==> src/hw/rtl/pfe_pkg.sv <==
// ----------------------------------------------------------------------------
// pfe_pkg: shared definitions for the Playfair digraph encryptor
// Letter codes, square geometry, item kinds, controller states and the
// result record that the output buffer holds.
// ----------------------------------------------------------------------------
package pfe_pkg;

  localparam int GRID_SIDE  = 5;
  localparam int GRID_CELLS = GRID_SIDE * GRID_SIDE;
  localparam int ALPHABET   = 26;

  localparam int LETTER_W = 5;
  localparam int COORD_W  = 3;
  localparam int POS_W    = 2 * COORD_W;
  localparam int CELL_W   = 5;

  localparam logic [LETTER_W-1:0] CODE_A = LETTER_W'(0);
  localparam logic [LETTER_W-1:0] CODE_I = LETTER_W'(8);
  localparam logic [LETTER_W-1:0] CODE_J = LETTER_W'(9);
  localparam logic [LETTER_W-1:0] CODE_X = LETTER_W'(23);
  localparam logic [LETTER_W-1:0] CODE_LAST = LETTER_W'(ALPHABET - 1);

  typedef enum logic [1:0] {
    KIND_BEGIN  = 2'd0,
    KIND_KEY    = 2'd1,
    KIND_FINISH = 2'd2,
    KIND_PLAIN  = 2'd3
  } kind_e;

  typedef enum logic [1:0] {
    ST_IDLE,
    ST_POS,
    ST_GRID,
    ST_FILL
  } state_e;

  typedef struct packed {
    logic [LETTER_W-1:0] cipher_letter;
    logic                pair_last;
    logic                message_end;
  } out_item_t;

endpackage

==> src/hw/rtl/playfair_digraph_encryptor.sv <==
// ----------------------------------------------------------------------------
// playfair_digraph_encryptor: Playfair cipher on a 5x5 key square
// Builds the key square from a stream of key letters and encrypts
// plaintext letters pairwise into a stream of ciphertext letters.
// ----------------------------------------------------------------------------
// Items arrive on the slave stream with the kind in tuser, the letter in
// tdata and the end-of-message flag in tlast. Begin, key letters and first
// letters of a pair are taken at once; the letter that closes a pair needs a
// read of the position memory (both letters through its two read ports), a
// read of the square memory (both cipher cells) and a load of the two results
// into the output buffer, which waits until the buffer has drained. A finish
// item walks the alphabet one letter at a time, bounded by the single write
// port of the two memories. Neither memory is cleared: the taken marks
// (flip-flops) qualify position reads and the fill count qualifies square
// reads, so no clearing pass runs after reset or begin.
module playfair_digraph_encryptor
  import pfe_pkg::*;
(
  input  logic       clk_i,
  input  logic       rst_ni,
  input  logic       s_axis_tvalid_i,
  output logic       s_axis_tready_o,
  input  logic [7:0] s_axis_tdata_i,   // [4:0] letter, [7:5] zero
  input  logic [1:0] s_axis_tuser_i,   // [1:0] kind
  input  logic       s_axis_tlast_i,   // last
  output logic       m_axis_tvalid_o,
  input  logic       m_axis_tready_i,
  output logic [7:0] m_axis_tdata_o,   // [4:0] cipher_letter, [7:5] zero
  output logic       m_axis_tuser_o,   // [0] pair_last
  output logic       m_axis_tlast_o    // message_end
);

  state_e state_q, state_d;

  // Memories: key square (cell -> letter) and letter positions (row, column).
  logic [LETTER_W-1:0] grid_mem [GRID_CELLS];
  logic [POS_W-1:0]    pos_mem  [ALPHABET];

  logic [ALPHABET-1:0] taken_q, taken_d;
  logic [CELL_W-1:0]   fill_cnt_q, fill_cnt_d;
  logic [COORD_W-1:0]  fill_row_q, fill_row_d;
  logic [COORD_W-1:0]  fill_col_q, fill_col_d;
  logic [LETTER_W-1:0] held_letter_q, held_letter_d;
  logic                held_valid_q, held_valid_d;
  logic [LETTER_W-1:0] walk_q, walk_d;
  logic                last_q;

  logic [POS_W-1:0]    pos_a_q, pos_b_q;
  logic                taken_a_q, taken_b_q;
  logic [LETTER_W-1:0] grid_a_q, grid_b_q;
  logic                cell_ok_a_q, cell_ok_b_q;

  out_item_t out_ent0_q, out_ent1_q;
  logic [1:0] out_cnt_q;

  logic                in_fire, out_fire;
  kind_e               in_kind;
  logic [LETTER_W-1:0] in_letter, in_folded;
  logic                in_letter_ok;

  logic                place_en;
  logic [LETTER_W-1:0] place_letter;
  logic                pos_rd_en, grid_rd_en, out_load;
  logic [LETTER_W-1:0] rd_addr_a, rd_addr_b;
  logic [CELL_W-1:0]   grid_idx_a, grid_idx_b;

  logic [COORD_W-1:0]  r1, c1, r2, c2;
  logic [COORD_W-1:0]  ra, ca, rb, cb;
  logic [LETTER_W-1:0] cipher_a, cipher_b;

  function automatic logic [COORD_W-1:0] wrap_inc(input logic [COORD_W-1:0] v);
    return (v == COORD_W'(GRID_SIDE - 1)) ? '0 : v + COORD_W'(1);
  endfunction

  assign in_fire      = s_axis_tvalid_i && s_axis_tready_o;
  assign out_fire     = m_axis_tvalid_o && m_axis_tready_i;
  assign in_kind      = kind_e'(s_axis_tuser_i);
  assign in_letter    = s_axis_tdata_i[LETTER_W-1:0];
  assign in_letter_ok = in_letter <= CODE_LAST;
  assign in_folded    = (in_letter == CODE_J) ? CODE_I : in_letter;

  // Next state.
  always_comb begin
    state_d = state_q;
    unique case (state_q)
      ST_IDLE: begin
        if (in_fire) begin
          if (in_kind == KIND_FINISH) begin
            state_d = ST_FILL;
          end else if (in_kind == KIND_PLAIN && in_letter_ok &&
                       (held_valid_q || s_axis_tlast_i)) begin
            state_d = ST_POS;
          end
        end
      end
      ST_POS:  state_d = ST_GRID;
      ST_GRID: if (out_cnt_q == 2'd0) state_d = ST_IDLE;
      ST_FILL: if (walk_q == CODE_LAST) state_d = ST_IDLE;
      default: state_d = ST_IDLE;
    endcase
  end

  // Pair geometry: positions of letters that are not in the square read as
  // row 0, column 0.
  always_comb begin
    r1 = taken_a_q ? pos_a_q[POS_W-1:COORD_W] : '0;
    c1 = taken_a_q ? pos_a_q[COORD_W-1:0]     : '0;
    r2 = taken_b_q ? pos_b_q[POS_W-1:COORD_W] : '0;
    c2 = taken_b_q ? pos_b_q[COORD_W-1:0]     : '0;
    if (r1 == r2) begin
      ra = r1; ca = wrap_inc(c1);
      rb = r2; cb = wrap_inc(c2);
    end else if (c1 == c2) begin
      ra = wrap_inc(r1); ca = c1;
      rb = wrap_inc(r2); cb = c2;
    end else begin
      ra = r1; ca = c2;
      rb = r2; cb = c1;
    end
    grid_idx_a = CELL_W'(ra) * CELL_W'(GRID_SIDE) + CELL_W'(ca);
    grid_idx_b = CELL_W'(rb) * CELL_W'(GRID_SIDE) + CELL_W'(cb);
    // Cells not yet filled read as letter A.
    cipher_a = cell_ok_a_q ? grid_a_q : CODE_A;
    cipher_b = cell_ok_b_q ? grid_b_q : CODE_A;
  end

  // Control outputs and state updates.
  always_comb begin
    s_axis_tready_o = (state_q == ST_IDLE);
    taken_d       = taken_q;
    fill_cnt_d    = fill_cnt_q;
    fill_row_d    = fill_row_q;
    fill_col_d    = fill_col_q;
    held_letter_d = held_letter_q;
    held_valid_d  = held_valid_q;
    walk_d        = walk_q;
    place_en      = 1'b0;
    place_letter  = in_folded;
    pos_rd_en     = 1'b0;
    grid_rd_en    = 1'b0;
    out_load      = 1'b0;
    rd_addr_a     = held_valid_q ? held_letter_q : in_folded;
    rd_addr_b     = held_valid_q ? in_folded : CODE_X;

    unique case (state_q)
      ST_IDLE: begin
        if (in_fire) begin
          unique case (in_kind)
            KIND_BEGIN: begin
              taken_d      = '0;
              fill_cnt_d   = '0;
              fill_row_d   = '0;
              fill_col_d   = '0;
              held_valid_d = 1'b0;
            end
            KIND_KEY: begin
              place_en = in_letter_ok;
            end
            KIND_FINISH: begin
              walk_d = '0;
            end
            KIND_PLAIN: begin
              if (in_letter_ok) begin
                if (held_valid_q || s_axis_tlast_i) begin
                  pos_rd_en    = 1'b1;
                  held_valid_d = 1'b0;
                end else begin
                  held_letter_d = in_folded;
                  held_valid_d  = 1'b1;
                end
              end
            end
            default: ;
          endcase
        end
      end
      ST_POS: begin
        grid_rd_en = 1'b1;
      end
      ST_GRID: begin
        out_load = (out_cnt_q == 2'd0);
      end
      ST_FILL: begin
        place_letter = walk_q;
        place_en     = (walk_q != CODE_J);
        walk_d       = walk_q + LETTER_W'(1);
      end
      default: ;
    endcase

    // A letter goes into the next free cell unless it is taken or the square is full.
    if (place_en && !taken_q[place_letter] && fill_cnt_q < CELL_W'(GRID_CELLS)) begin
      taken_d[place_letter] = 1'b1;
      fill_cnt_d = fill_cnt_q + CELL_W'(1);
      if (fill_col_q == COORD_W'(GRID_SIDE - 1)) begin
        fill_col_d = '0;
        fill_row_d = fill_row_q + COORD_W'(1);
      end else begin
        fill_col_d = fill_col_q + COORD_W'(1);
      end
    end else begin
      place_en = 1'b0;
    end
  end

  always_ff @(posedge clk_i or negedge rst_ni) begin
    if (!rst_ni) begin
      state_q      <= ST_IDLE;
      taken_q      <= '0;
      fill_cnt_q   <= '0;
      fill_row_q   <= '0;
      fill_col_q   <= '0;
      held_valid_q <= 1'b0;
      walk_q       <= '0;
    end else begin
      state_q      <= state_d;
      taken_q      <= taken_d;
      fill_cnt_q   <= fill_cnt_d;
      fill_row_q   <= fill_row_d;
      fill_col_q   <= fill_col_d;
      held_valid_q <= held_valid_d;
      walk_q       <= walk_d;
    end
  end

  always_ff @(posedge clk_i) begin
    held_letter_q <= held_letter_d;
    if (pos_rd_en) begin
      last_q <= s_axis_tlast_i;
    end
  end

  // Memory write port, shared by key placement and the finish walk.
  always_ff @(posedge clk_i) begin
    if (place_en) begin
      grid_mem[fill_cnt_q]  <= place_letter;
      pos_mem[place_letter] <= {fill_row_q, fill_col_q};
    end
  end

  // Position memory: two registered read ports.
  always_ff @(posedge clk_i) begin
    if (pos_rd_en) begin
      pos_a_q   <= pos_mem[rd_addr_a];
      pos_b_q   <= pos_mem[rd_addr_b];
      taken_a_q <= taken_q[rd_addr_a];
      taken_b_q <= taken_q[rd_addr_b];
    end
  end

  // Square memory: two registered read ports.
  always_ff @(posedge clk_i) begin
    if (grid_rd_en) begin
      grid_a_q    <= grid_mem[grid_idx_a];
      grid_b_q    <= grid_mem[grid_idx_b];
      cell_ok_a_q <= grid_idx_a < fill_cnt_q;
      cell_ok_b_q <= grid_idx_b < fill_cnt_q;
    end
  end

  // Two-entry output buffer; it is loaded only when empty.
  always_ff @(posedge clk_i or negedge rst_ni) begin
    if (!rst_ni) begin
      out_cnt_q <= 2'd0;
    end else if (out_load) begin
      out_cnt_q <= 2'd2;
    end else if (out_fire) begin
      out_cnt_q <= out_cnt_q - 2'd1;
    end
  end

  always_ff @(posedge clk_i) begin
    if (out_load) begin
      out_ent0_q <= '{cipher_letter: cipher_a, pair_last: 1'b0, message_end: 1'b0};
      out_ent1_q <= '{cipher_letter: cipher_b, pair_last: 1'b1, message_end: last_q};
    end else if (out_fire) begin
      out_ent0_q <= out_ent1_q;
    end
  end

  assign m_axis_tvalid_o = (out_cnt_q != 2'd0);
  assign m_axis_tdata_o  = {3'b000, out_ent0_q.cipher_letter};
  assign m_axis_tuser_o  = out_ent0_q.pair_last;
  assign m_axis_tlast_o  = out_ent0_q.message_end;

  // The fill count and the row and column of the next free cell agree.
  a_fill_coords: assert property (@(posedge clk_i) disable iff (!rst_ni)
    fill_cnt_q == CELL_W'(fill_row_q) * CELL_W'(GRID_SIDE) + CELL_W'(fill_col_q))
    else $error("fill count and fill coordinates disagree");

  // The end of a message is only ever flagged on the second letter of a pair.
  a_end_on_second: assert property (@(posedge clk_i) disable iff (!rst_ni)
    m_axis_tvalid_o && m_axis_tlast_o |-> m_axis_tuser_o)
    else $error("message end on a first letter");

  // A finished pair with an empty buffer yields exactly two results.
  a_pair_load: assert property (@(posedge clk_i) disable iff (!rst_ni)
    state_q == ST_GRID && out_cnt_q == 2'd0 |=> out_cnt_q == 2'd2 && state_q == ST_IDLE)
    else $error("pair results not loaded");

  // No first letter remains held while a pair is being encrypted.
  a_held_cleared: assert property (@(posedge clk_i) disable iff (!rst_ni)
    state_q == ST_POS |-> !held_valid_q && $past(held_valid_q || s_axis_tlast_i))
    else $error("held letter survives a pair");

endmodule
==> config.mk <==
export PLATFORM = sky130hd
export DESIGN_NAME = playfair_digraph_encryptor
export DESIGN_NICKNAME = d
export VERILOG_FILES = /design/src/hw/rtl/pfe_pkg.sv /design/src/hw/rtl/playfair_digraph_encryptor.sv
export SDC_FILE = /design/constraint.sdc
export NUM_CORES = 1
export LEC_CHECK = 0
export BUFFER_PORTS_ARGS = -buffer_cell sky130_fd_sc_hd__buf_2
export CAP_MARGIN = 20
export CORE_MARGIN = 1.5
export CORE_UTILIZATION = 55
export CTS_CLUSTER_SIZE = 10
export DETAILED_ROUTE_END_ITERATION = 8
export GPL_ROUTABILITY_DRIVEN = 1
export PLACE_DENSITY = 0.74
export SYNTH_ARGS = -nofsm -noshare
export SYNTH_HDL_FRONTEND = slang
export SYNTH_SLANG_ARGS = --single-unit
==> constraint.sdc <==
create_clock -name clk_i -period 5.12 [get_ports clk_i]
set_clock_uncertainty 0.15 [all_clocks]
set_input_delay 0.768 -clock clk_i [delete_from_list [all_inputs] [get_ports clk_i]]
set_output_delay 0.768 -clock clk_i [all_outputs]
set_load 0.02 [all_outputs]
Word level (Yosys, flattened, before mapping). Memories as Yosys holds them, arrays and structs flattened. A register that Yosys moved wholly into a read port is not among the register bits. Index checks and enable logic that the tools add are counted.

Equal/unequal tests: 22. Reduce and logical (&&, ||, !) cells: 24. Multiply operators: 2. Mux-type cells: 76. Magnitude comparators: 8. Add/sub/neg operators: 11. Bitwise gates (word level): 2.

Operators by type and width (number): 2-to-1 mux 26 bit (4); 2-to-1 mux 3 bit (26); 2-to-1 mux 5 bit (11); bitwise OR 26 bit (1); adder 3 x 1 -> 3 bit (second input constant) (6); < comparator 5 x 6 -> 1 bit (second input constant) (3); 2-to-1 mux 1 bit (18); binary-select mux 1 bit (select 5 bit) (3); equality test 3 bit (second input constant) (5); 2-to-1 mux 2 bit (7); 2-to-1 mux 7 bit (2); nonzero test 2 bit (7); adder 5 x 1 -> 5 bit (second input constant) (2); adder 5 x 3 -> 5 bit (2); < comparator 5 bit (2); multiplier 3 x 3 -> 5 bit (second input constant) (2); case mux 5 bit (2 select lines) (1); equality test 2 bit (second input constant) (4); case mux 2 bit (4 select lines) (1); AND reduction 4 bit (2); logical AND 1 bit (7); equality test 3 bit (2); logical NOT 2 bit (3); inequality test 2 bit (second input constant) (3); other kinds (17) (21).

Memories kept: 2. Output and inout bits: 12. Bits in registers: 70. Bits in writable memories: 281. Input bits: 15.

Memories: pos_mem (words 26, width 6, rd ports 2, clocked after memory_dff 2, wr ports 1, RTL line playfair_digraph_encryptor.sv:37) `logic [POS_W-1:0] pos_mem [ALPHABET];`; grid_mem (words 25, width 5, rd ports 2, clocked after memory_dff 2, wr ports 1, RTL line playfair_digraph_encryptor.sv:36) `logic [LETTER_W-1:0] grid_mem [GRID_CELLS];`.

Logic depth before layout (Yosys ltp). Gate-level depths: netlist of the first run.

Depth after elaboration: 11. Depth in mapped cells: 17. Gate-level depth less buffers: 16.

Least setup slack after synthesis of the first run. No wires, ideal clock.

Path type: register to register. From: reg pos_b_q[5] (read register of pos_mem). To: reg grid_b_q[0] (read register of grid_mem), data pin. Stages on the path, launching flop included: 13. Path buffers: 2. Slack: 0.318 ns. Data arrival time: 4.392 ns. Cells stage by stage: edfxtp_1 -> xnor2_1 -> a31o_2 -> a32o_1 -> a2111oi_2 -> o21ai_0 -> ha_1 -> buf_1 -> clkbuf_1 -> mux4_2 -> mux2i_1 -> o21ai_0 -> mux2_2.

Word-level cells in the longest chain between the ends: 7.

Ends and longest elaborated chain: start, declared (RTL line playfair_digraph_encryptor.sv:48) `logic [POS_W-1:0] pos_a_q, pos_b_q;`; 2-to-1 mux 3 bit (*) (RTL line playfair_digraph_encryptor.sv:108) `r2 = taken_b_q ? pos_b_q[POS_W-1:COORD_W] : '0;`; adder 3 x 1 -> 3 bit / equality test 3 bit (equally long branches) (RTL line playfair_digraph_encryptor.sv:72) `return (v == COORD_W'(GRID_SIDE - 1)) ? '0 : v + COORD_W'(1);`; 2-to-1 mux 3 bit (RTL line playfair_digraph_encryptor.sv:72); 2-to-1 mux 3 bit (RTL line playfair_digraph_encryptor.sv:113) `end else if (c1 == c2) begin`; 2-to-1 mux 3 bit (RTL line playfair_digraph_encryptor.sv:110) `if (r1 == r2) begin`; multiplier 3 x 3 -> 5 bit (RTL line playfair_digraph_encryptor.sv:121) `grid_idx_b = CELL_W'(rb) * CELL_W'(GRID_SIDE) + CELL_W'(cb);`; adder 5 x 3 -> 5 bit (*) (RTL line playfair_digraph_encryptor.sv:121); end, declared (RTL line playfair_digraph_encryptor.sv:50) `logic [LETTER_W-1:0] grid_a_q, grid_b_q;`.

Mark *: on every way between the ends. The rest lies on a longest branch, timed or not. A chain may end at the register's enable or synchronous reset.

Worst setup path after layout of the first run.
From: reg pos_b_q[5] (read register of pos_mem). To: reg grid_a_q[4] (read register of grid_mem), data pin.

Word-level cells in the longest chain between the ends: 5.

Ends and longest elaborated chain: 2-to-1 mux 3 bit (*) (RTL line playfair_digraph_encryptor.sv:108); equality test 3 bit (*) (RTL line playfair_digraph_encryptor.sv:110); 2-to-1 mux 3 bit (RTL line playfair_digraph_encryptor.sv:110); multiplier 3 x 3 -> 5 bit (RTL line playfair_digraph_encryptor.sv:120) `grid_idx_a = CELL_W'(ra) * CELL_W'(GRID_SIDE) + CELL_W'(ca);`; adder 5 x 3 -> 5 bit (*) (RTL line playfair_digraph_encryptor.sv:120); end, declared (RTL line playfair_digraph_encryptor.sv:50).

Marks and branches as above.

==> impl_results.md, run 1 <==
- Biggest area consumer among synthesized cells: edfxtp_1
- EDFF count, synth: 324
- Final Hold Fails: 0
- Slew Limit Headroom: 25.17%
- Chip Width: 189.2 um
- Rows: 67
- Req. time, crit path: 5.25 ns
- # clock sinks: 373
- Yosys warning total: 0
- Outcome: finished clean
- Die Y: 189.2 um
- CTS buffer count: 43
- Initial antenna violation count: 3
- Port Buffer Count: 20
- Top Ports: 27
- First-pass GRT wire length: 73000 um
- Fin crit period: 4.815 ns
- 1st-iter DRT viols: 1412
- Mapped Area: 19060 sq um
- RSZ-0062 raised after global routing: no
- Via count: 12340
- Pleak: 7.469 nW
- Drc violations: 0
- Critical path class: register to register
- TNS Setup: 0 ns
- CTS Hold Buffers Added: 0
- Layout cells sized above 1: 21.74%
- Latest clock arrival within the worst-skew pair: 0.54 ns
- Die area: 35780 sq um
- Least-Margin Pin Slew: 1.122 ns
- Critical path launch point type: register
- Synth Register Bits: 373
- Top cell type's share of synthesized area: 51.04%
- CTS clk-pin slew, worst paths: 0.05 ns
- Comb power frac: 32.4%
- Seq/Total Area, Yosys: 57.42%
- Post-detail-place hpwl: 31960 um
- DRT Wirelength: 47860 um
- GRT overflow: 0
- PwrDens: 490.9 nW/um^2
- Syn avg cell area: 14.74 sq um
- Pins Over Slew Limit: 0
- Worst EP arrival: 4.95 ns
- DR vias/cell: 6.801
- Pin count of the biggest net entering global routing: 48
- Final GP Congestion: 0.9218
- Initial Utilization: 56.42%
- Worst-case clock buffer depth: 3
- Max-cap viol count: 0
- Pre-antenna DRT Iters: 5
- Fillers: 2413
- Final Util: 62.86%
- Internal cell power: 0.006944 W
- H-tree Lvls: 2
- Routed Antenna Nets: 0
- Final period util: 94.04%
- FF+latch area: 10950 sq um
- Hold Path Class: input pin to asynchronous set/reset pin
- Sequential share of power: 40.4%
- Clk root buf: clkbuf_16
- Core Box Area: 33780 sq um
- Routed wire per std cell: 26.37 um
- CP max FO: 6
- Synth Flop Type: edfxtp_1
- Max VDD drop: 0.3094 mV
- Total GRT Usage: 27.29%
- CTS tree: built
- Clk network pwr share: 27.2%
- Cell count after synthesis: 1293
- Post-synth cell types: 64
- Final setup viols: 0
- CP endpoint kind: register
- Switching pwr: 0.003482 W
- P&R area growth vs syn: 11.42%
- Number of global-route vias before repair: 12150
- Net Sw Frac: 33.40%
- Multi-input gate area: 7706 sq um
- Ys async rst share: 12.60%
- Fmax: 0.2077 GHz
- Net count, final: 1393
- Largest cells by area after synthesis: edfxtp_1 (51%), mux4_2 (15%), dfrtp_1 (6.2%), mux2i_1 (3.8%), ha_1 (2.9%)
## power by group through the flow
stage / sequential [W] / combinational, W / clock (W)
4_1_cts: 0.00421 / 0.00332 / 0.00286
5_1_grt: 0.00425 / 0.00362 / 0.00297
3_3_place_gp: 0.00424 / 0.00322 / 0
2_1_floorplan: 0.00411 / 0.00230 / 0
3_5_place_dp: 0.00427 / 0.00329 / 0
6_report: 0.00421 / 0.00338 / 0.00283
## metal layers
| metal | vias up | wire (um) | global-route usage (%) |
|---|---|---|---|
| met5 | - | 28 | 0 |
| met4 | 4 | 1340 | 8.486 |
| met3 | 111 | 5173 | 7.044 |
| met2 | 685 | 22720 | 42.60 |
| met1 | 6264 | 18600 | 37.94 |
| li1 | 5279 | - | - |
## synth_stat cells (all sizes together) (7+ instances only)
cell	count
nand2b	11
o211ai	18
nor2b	15
and3	21
a22o	7
ha	44
o21ai	72
dfrtp	47
nor2	55
inv	38
clkbuf	61
xnor2	8
mux2i	73
nand2	88
and2	17
a22oi	7
a21o	15
nor3	10
mux4	127
edfxtp	324
o221ai	32
nand3	26
a21oi	28
buf	23
o31ai	7
mux2	25
a221oi	20
## path summary, 6_finish.rpt
check	from	end	slack, ns	depth (start not counted)
setup / recovery	pos_b_q[5]	grid_a_q[4]	0.31	12
hold / removal	rst_ni	out_cnt_q[1]	0.19	2
setup reg to reg	pos_b_q[5]	grid_a_q[4]	0.31	12
hold reg to reg	last_q	out_ent1_q[0]	0.28	0
max in group asynchronous	rst_ni	taken_q[22]	4.19	2
min in group clk_i	last_q	out_ent1_q[0]	0.28	0
## state kept, by name, indices dropped and copies added, names as in the netlist, 2 cells and up
signal,cells
fill_cnt_q,5
fill_col_q,3
fill_row_q,3
grid_a_q,5
grid_b_q,5
grid_mem,125
held_letter_q,5
m_axis_tdata_o,5
out_cnt_q,2
out_ent1_q,6
pos_a_q,6
pos_b_q,6
pos_mem,156
state_q,2
taken_q,26
walk_q,5
## cells by family (layout without fill, tap and decap cells)
logic type | after synthesis | in the layout | share of synthesized area, %
multiplexers | 225 | 225 | 20.32
other | 1 | 4 | 0.01967
buffers and inverters | 123 | 194 | 2.632
flip-flops | 373 | 373 | 57.42
XOR/XNOR | 12 | 12 | 0.5514
AND/OR/NAND/NOR | 269 | 269 | 7.096
AO/OA/AOI/OAI | 244 | 244 | 8.862
adder cells (fa/ha/maj) | 46 | 46 | 3.098
## final cells by class
cell class              instances  area share [%]
clock buffers                  79           6.051
flip-flops and latches        373           51.54
diodes                          1         0.01178
multi-input cells             799           36.29
inverters                      39          0.6893
repair buffers                 76           2.781
well taps                     448           2.639
## placed cells by master (no fill, tap or decap), types with 10 or more instances in the layout
master,synthesis,routed
nand3_1,26,26
ha_1,44,42
mux2i_1,73,71
nand2b_1,11,11
buf_4,5,51
o211ai_1,18,18
and3_1,21,21
nor2_1,54,54
clkbuf_16,0,46
nor2b_1,15,15
nand2_1,88,88
buf_2,5,20
a21oi_1,27,26
a21o_1,15,15
nor3_1,10,10
mux2_2,25,25
edfxtp_1,324,324
o21ai_0,69,69
clkbuf_1,61,32
and2_1,16,16
inv_1,34,34
dfrtp_1,47,47
o221ai_1,32,32
a221oi_1,20,20
mux4_2,127,127
## worst max-delay path: stages (launching register included)
cell	delay [ns]
edfxtp_1	0.48
xnor2_1	0.18
a31o_2	0.26
a32o_1	0.29
a2111oi_4	0.41
buf_4	0.21
o211ai_1	0.20
ha_1	0.35
ha_1	0.30
inv_1	0.06
fa_2	0.75
mux4_2	0.61
mux2_2	0.29
## per-stage QoR
step                      cell area (sq um)  cells  setup slack [ns]  hold slack [ns]  total power (W)
after CTS                             21170   1813           0.05577           0.2084          0.01038
after global placement                19880   1733            0.2510           0.2666         0.007460
after global routing                  21240   1815           0.05410           0.2344          0.01084
final                                 21240   1815            0.3053           0.1866          0.01043
after floorplan                       19070   1295            0.3183           0.2503         0.006413
after detailed placement              19890   1734            0.1255           0.2646         0.007561
## timing repair
| item | in CTS | in global routing |
|---|---|---|
| setup endpoints to repair | 0 | 12 |
| gates resized for setup | 0 | 5 |
| setup buffers | 0 | 0 |
No activity file was read; power rests on OpenSTA's default activity.
==> inputs of run 2 (changes only) <==
CORE_MARGIN = 4   (was 1.5)
==> run 2 against run 1 <==
Compared with the run above: register-to-register slack better by 0.04 ns; sequential share of layout area grew 0.082 points; wire length down 0.53%; design area is 0.16% lower; hold slack got worse by 0.0017 ns; clock power is 2% lower; die area increased by 5.4%; final cell count grew 0.55%; critical path depth increased by 5; total power fell by 0.98%; non-clock buffer count is 10 higher; critical endpoint is now cell_ok_a_q.
==> impl_results.md, run 2 (synthesized netlist as in run 1, its figures left out) <==
- Pleak: 7.478 nW
- TNS Setup: 0 ns
- Latest clock arrival within the worst-skew pair: 0.54 ns
- Register with the most flip-flops: pos_mem
- CTS clk-pin slew, worst paths: 0.06 ns
- Worst R2R Setup Slack: 0.35 ns
- Top Ports: 27
- CP max FO: 10
- CTS Hold Buffers Added: 0
- Most frequent cells in the layout: edfxtp_1 (324), mux4_2 (127), nand2_1 (88)
- GR Util met1: 35.69%
- FF+latch area: 10950 sq um
- Multi-input gate area: 7679 sq um
- Largest registers: pos_mem: 156 flops, grid_mem: 125 flops, taken_q: 26 flops
- P&R area growth vs syn: 11.24%
- Rows: 67
- Post-detail-place hpwl: 32080 um
- Hold Path Class: input pin to asynchronous set/reset pin
- GRT overflow: 0
- Pre-antenna DRT Iters: 6
- Slew Limit Headroom: 27.66%
- Net count, final: 1403
- Outcome: finished clean
- Critical path origin: pos_b_q[5]
- Largest delay share family, worst path: compound AO/OA/AOI/OAI gates
- Worst-path cell chain: xnor2_1, a31o_2, a32o_1, a2111oi_2, buf_4, nand3_1, o21ai_0, ha_1, ha_1, ha_1, a21o_1, a21oi_1, xnor2_1, xnor2_1, inv_1, ha_1, a21oi_1
- Crit-path max cell delay: 0.61 ns
- CP endpoint kind: register
- Initial antenna violation count: 2
- Via count: 12300
- # clock sinks: 373
- Worst-case clock buffer depth: 3
- Crit-path most repeated cell: ha_1
- Worst r2r src: pos_b_q[5]
- Max-cap viol count: 0
- Pin count of the biggest net entering global routing: 48
- Final setup viols: 0
- Commonest non-fill, non-tap cell in the layout: edfxtp_1
- Clk root buf: clkbuf_16
- Least-Margin Pin Slew: 1.082 ns
- Power Total: 0.01032 W
- CTS buffer count: 43
- Final period util: 93.26%
- Max reg flops: 156
- Fin crit period: 4.775 ns
- Final GP Congestion: 0.9174
- H-tree Lvls: 2
- Fmax: 0.2094 GHz
- Routed Antenna Nets: 0
- CTS tree: built
- RSZ-0062 raised after global routing: no
- First-pass GRT wire length: 72700 um
- Port Buffer Count: 20
- Fillers: 2389
- DR vias/cell: 6.737
- GR Util met3: 6.012%
- Die Y: 194.2 um
- Total GRT Usage: 24.89%
- Routed wire per std cell: 26.09 um
- Max VDD drop: 0.3078 mV
- Gr busiest metal: met2
- Slowest CP cell: xnor2_1
- Number of global-route vias before repair: 12130
- PwrDens: 486.9 nW/um^2
- Pins Over Slew Limit: 0
- Initial Utilization: 56.28%
- Critical path launch point type: register
- Req. time, crit path: 5.26 ns
- Final Hold Fails: 0
- Layout cells sized above 1: 22.24%
- Core Box Area: 33870 sq um
- M2 GR Usage: 39.97%
- Critical path class: register to register
- DRT Wirelength: 47610 um
- Worst path bufs/invs: 2
- Drc violations: 0
- Chip Width: 194.2 um
- Worst EP arrival: 4.91 ns
- Die area: 37700 sq um
- 1st-iter DRT viols: 1601
-- run 2: area by class of cell --
cell class	instances	share of cell area, %
flip-flops and latches	373	51.62
multi-input cells	799	36.22
clock buffers	76	5.807
repair buffers	86	2.868
well taps	448	2.644
inverters	39	0.6904
clock inverters	3	0.1416
diodes	1	0.01180
-- run 2: metrics by stage --
stage	worst slack, ns	util, %	instance area, sq um	cells	hold WS [ns]
2_1_floorplan	0.3183	-	19070	1295	0.2503
3_3_place_gp	0.3526	58.84	19930	1744	0.2562
3_5_place_dp	0.2673	58.86	19930	1745	0.2650
4_1_cts	0.2609	62.58	21200	1824	0.2076
5_1_grt	0.05242	62.61	21200	1825	0.2362
6_report	0.3453	62.61	21200	1825	0.1849
-- run 2: layer usage --
layer	vias up	share of wire (%)	wire (um)
li1	5297	-	-
met1	6251	39	18740
met2	657	48	22920
met3	88	11	5058
met4	2	1.9	885
met5	-	0.015	7
-- run 2: worst register-to-register path: cells and delay by family, from the launching register on --
kind	cells	cell delay, ns
buffers and inverters	2	0.33
AOI/OAI and AO/OA	7	1.40
xor gates and xnor gates	3	0.88
DFF	1	0.47
adders and majority gates	4	1.23
and+or+nand+nor	1	0.07
-- run 2: path summary, 6_finish.rpt --
path                                  to  cells past startpoint
max in group asynchronous    taken_q[11]                      2
hold reg to reg            out_ent1_q[0]                      0
setup / recovery             cell_ok_a_q                     17
hold / removal              out_cnt_q[0]                      2
setup reg to reg             cell_ok_a_q                     17
min in group clk_i         out_ent1_q[0]                      0
-- run 2: timing repair --
action,4_1_cts,5_1_grt
resized for setup,0,2
setup endpoints to repair,0,2
buffers inserted,0,0
-- run 2: power by group --
group          total, W  internal [W]  switching, W
Sequential      0.00421       0.00384      0.000371
Combinational   0.00334       0.00140       0.00194
Clock           0.00277       0.00162       0.00115
Total            0.0103       0.00686       0.00346
==> inputs of run 3 (changes only) <==
PLACE_DENSITY = 0.73   (was 0.74)
==> run 3 against run 2 <==
Compared with the run above: wire length increased by 1.3%; sequential share of layout area decreased by 0.36 points; total power increased by 0.79%; combinational power increased by 3%; core utilization increased by 0.44 points; clock-buffer cell count increased by 1; fmax decreased by 0.56%; design area increased by 0.70%; flip-flop and latch count unchanged; first-iteration DRC count decreased by 6.1%.
==> impl_results.md, run 3 (synthesized netlist as in run 1, its figures left out) <==
- Outcome: finished clean
- Largest registers: pos_mem: 156 flops, grid_mem: 125 flops, taken_q: 26 flops
- CTS tree: built
- CP max FO: 10
- Slew Limit Headroom: 30.45%
- TNS Setup: 0 ns
- Die area: 37700 sq um
- Fin crit period: 4.802 ns
- Worst EP arrival: 4.95 ns
- Critical path launch point type: register
- Max VDD drop: 0.4469 mV
- Final GP Congestion: 0.9019
- Setup bufs post-CTS: 0
- Max-cap viol count: 0
- DR vias/cell: 6.705
- Worst path bufs/invs: 1
- Post-CTS resize count: 0
- First-pass GRT wire length: 73280 um
- CP endpoint kind: register
- Total GRT Usage: 25.19%
- RSZ-0062 raised after global routing: no
- DRT Wirelength: 48220 um
- Latest clock arrival within the worst-skew pair: 0.55 ns
- Port Buffer Count: 20
- Top Ports: 27
- Final setup viols: 0
- Layout cells sized above 1: 22.53%
- Largest delay share family, worst path: compound AO/OA/AOI/OAI gates
- Final Hold Fails: 0
- Max reg flops: 156
- Routed wire per std cell: 26.25 um
- Register with the most flip-flops: pos_mem
- Core Box Area: 33870 sq um
- Slowest CP cell: xnor2_1
- Final WS setup: 0.3184 ns
- Rows: 67
- Commonest non-fill, non-tap cell in the layout: edfxtp_1
- Chip Width: 194.2 um
- Crit-path max cell delay: 0.73 ns
- CTS buffer count: 43
- Post-detail-place hpwl: 32010 um
- Routed Antenna Nets: 0
- Clk root buf: clkbuf_16
- Pre-antenna DRT Iters: 6
- Worst-path cell chain: xnor2_1, a31o_2, a32o_1, a2111oi_2, buf_4, nand3_1, o21ai_0, ha_1, ha_1, ha_1, a21o_1, a21oi_1, xor2_1, xnor2_1, mux2_2
- GRT overflow: 0
- Hold Path Class: input pin to asynchronous set/reset pin
- Least-Margin Pin Slew: 1.021 ns
- 1st-iter DRT viols: 1504
- CTS Hold Buffers Added: 0
- Fmax: 0.2083 GHz
- Initial Utilization: 56.28%
- CTS clk-pin slew, worst paths: 0.05 ns
- Final period util: 93.78%
- Initial antenna violation count: 6
- # clock sinks: 373
- P&R area growth vs syn: 12.01%
- PwrDens: 487.4 nW/um^2
- Most frequent cells in the layout: edfxtp_1 (324), mux4_2 (127), nand2_1 (88)
- Setup slack at placement: 0.2772 ns
- Net count, final: 1412
- Pins Over Slew Limit: 0
- Pleak: 7.552 nW
- Die Y: 194.2 um
- Req. time, crit path: 5.27 ns
- Number of global-route vias before repair: 12000
- Crit-path most repeated cell: ha_1
- Critical path class: register to register
- Drc violations: 0
- H-tree Lvls: 2
- Worst-case clock buffer depth: 3
- Via count: 12320
- Pin count of the biggest net entering global routing: 48
[run 3: metal layers]
layer	global-route usage, %	wire, um	up-vias
met4	6.589	1207	2
met3	6.221	5076	91
li1	-	-	5323
met2	39.44	23070	671
met1	36.01	18860	6230
met5	0	13	-
[run 3: worst register-to-register path, delay by kind of cell, from the launching register on]
family | cells | cell delay [ns]
buffers and inverters | 1 | 0.21
flip-flops | 1 | 0.46
AO/OA/AOI/OAI | 6 | 1.34
AND/OR/NAND/NOR | 1 | 0.07
adder cells (fa/ha/maj) | 3 | 0.93
XOR/XNOR | 3 | 0.99
multiplexers | 1 | 0.42
[run 3: layout make-up]
type	count	area [sq um]
Inverter	39	146.4
Timing Repair Buffer	95	758.2
Clock buffer	77	1224
Fill cell	2393	12520
Sequential cell	373	10950
Multi-Input combinational cell	799	7674
Clock inverter	2	32.53
Antenna cell	4	10.01
Tap cell	448	560.5
[run 3: worst paths after layout]
path,startpoint,endpoint,slack (ns),cells after the start
setup / recovery,pos_a_q[5],grid_b_q[1],0.32,15
hold / removal,rst_ni,out_cnt_q[1],0.19,2
setup reg to reg,pos_a_q[5],grid_b_q[1],0.32,15
hold reg to reg,last_q,out_ent1_q[0],0.27,0
max in group asynchronous,rst_ni,fill_row_q[2],4.18,2
min in group clk_i,last_q,out_ent1_q[0],0.27,0
[run 3: power by group]
| part | switching, W | internal [W] | leakage, nW |
|---|---|---|---|
| clock network | 0.00116 | 0.00161 | 0.596 |
| logic | 0.00201 | 0.00143 | 3.34 |
| registers | 0.000351 | 0.00384 | 3.61 |
| total | 0.00352 | 0.00688 | 7.55 |
[run 3: metrics by stage]
step / hold WS [ns] / cell area (sq um) / utilization, % / instances / power [W]
after floorplan: 0.2503 / 19070 / - / 1295 / 0.006413
after global placement: 0.2637 / 20040 / 59.18 / 1751 / 0.007535
after detailed placement: 0.2556 / 20040 / 59.18 / 1751 / 0.007626
after CTS: 0.1957 / 21300 / 62.89 / 1830 / 0.01039
after global routing: 0.2575 / 21350 / 63.03 / 1835 / 0.01086
final: 0.1884 / 21350 / 63.04 / 1837 / 0.01041
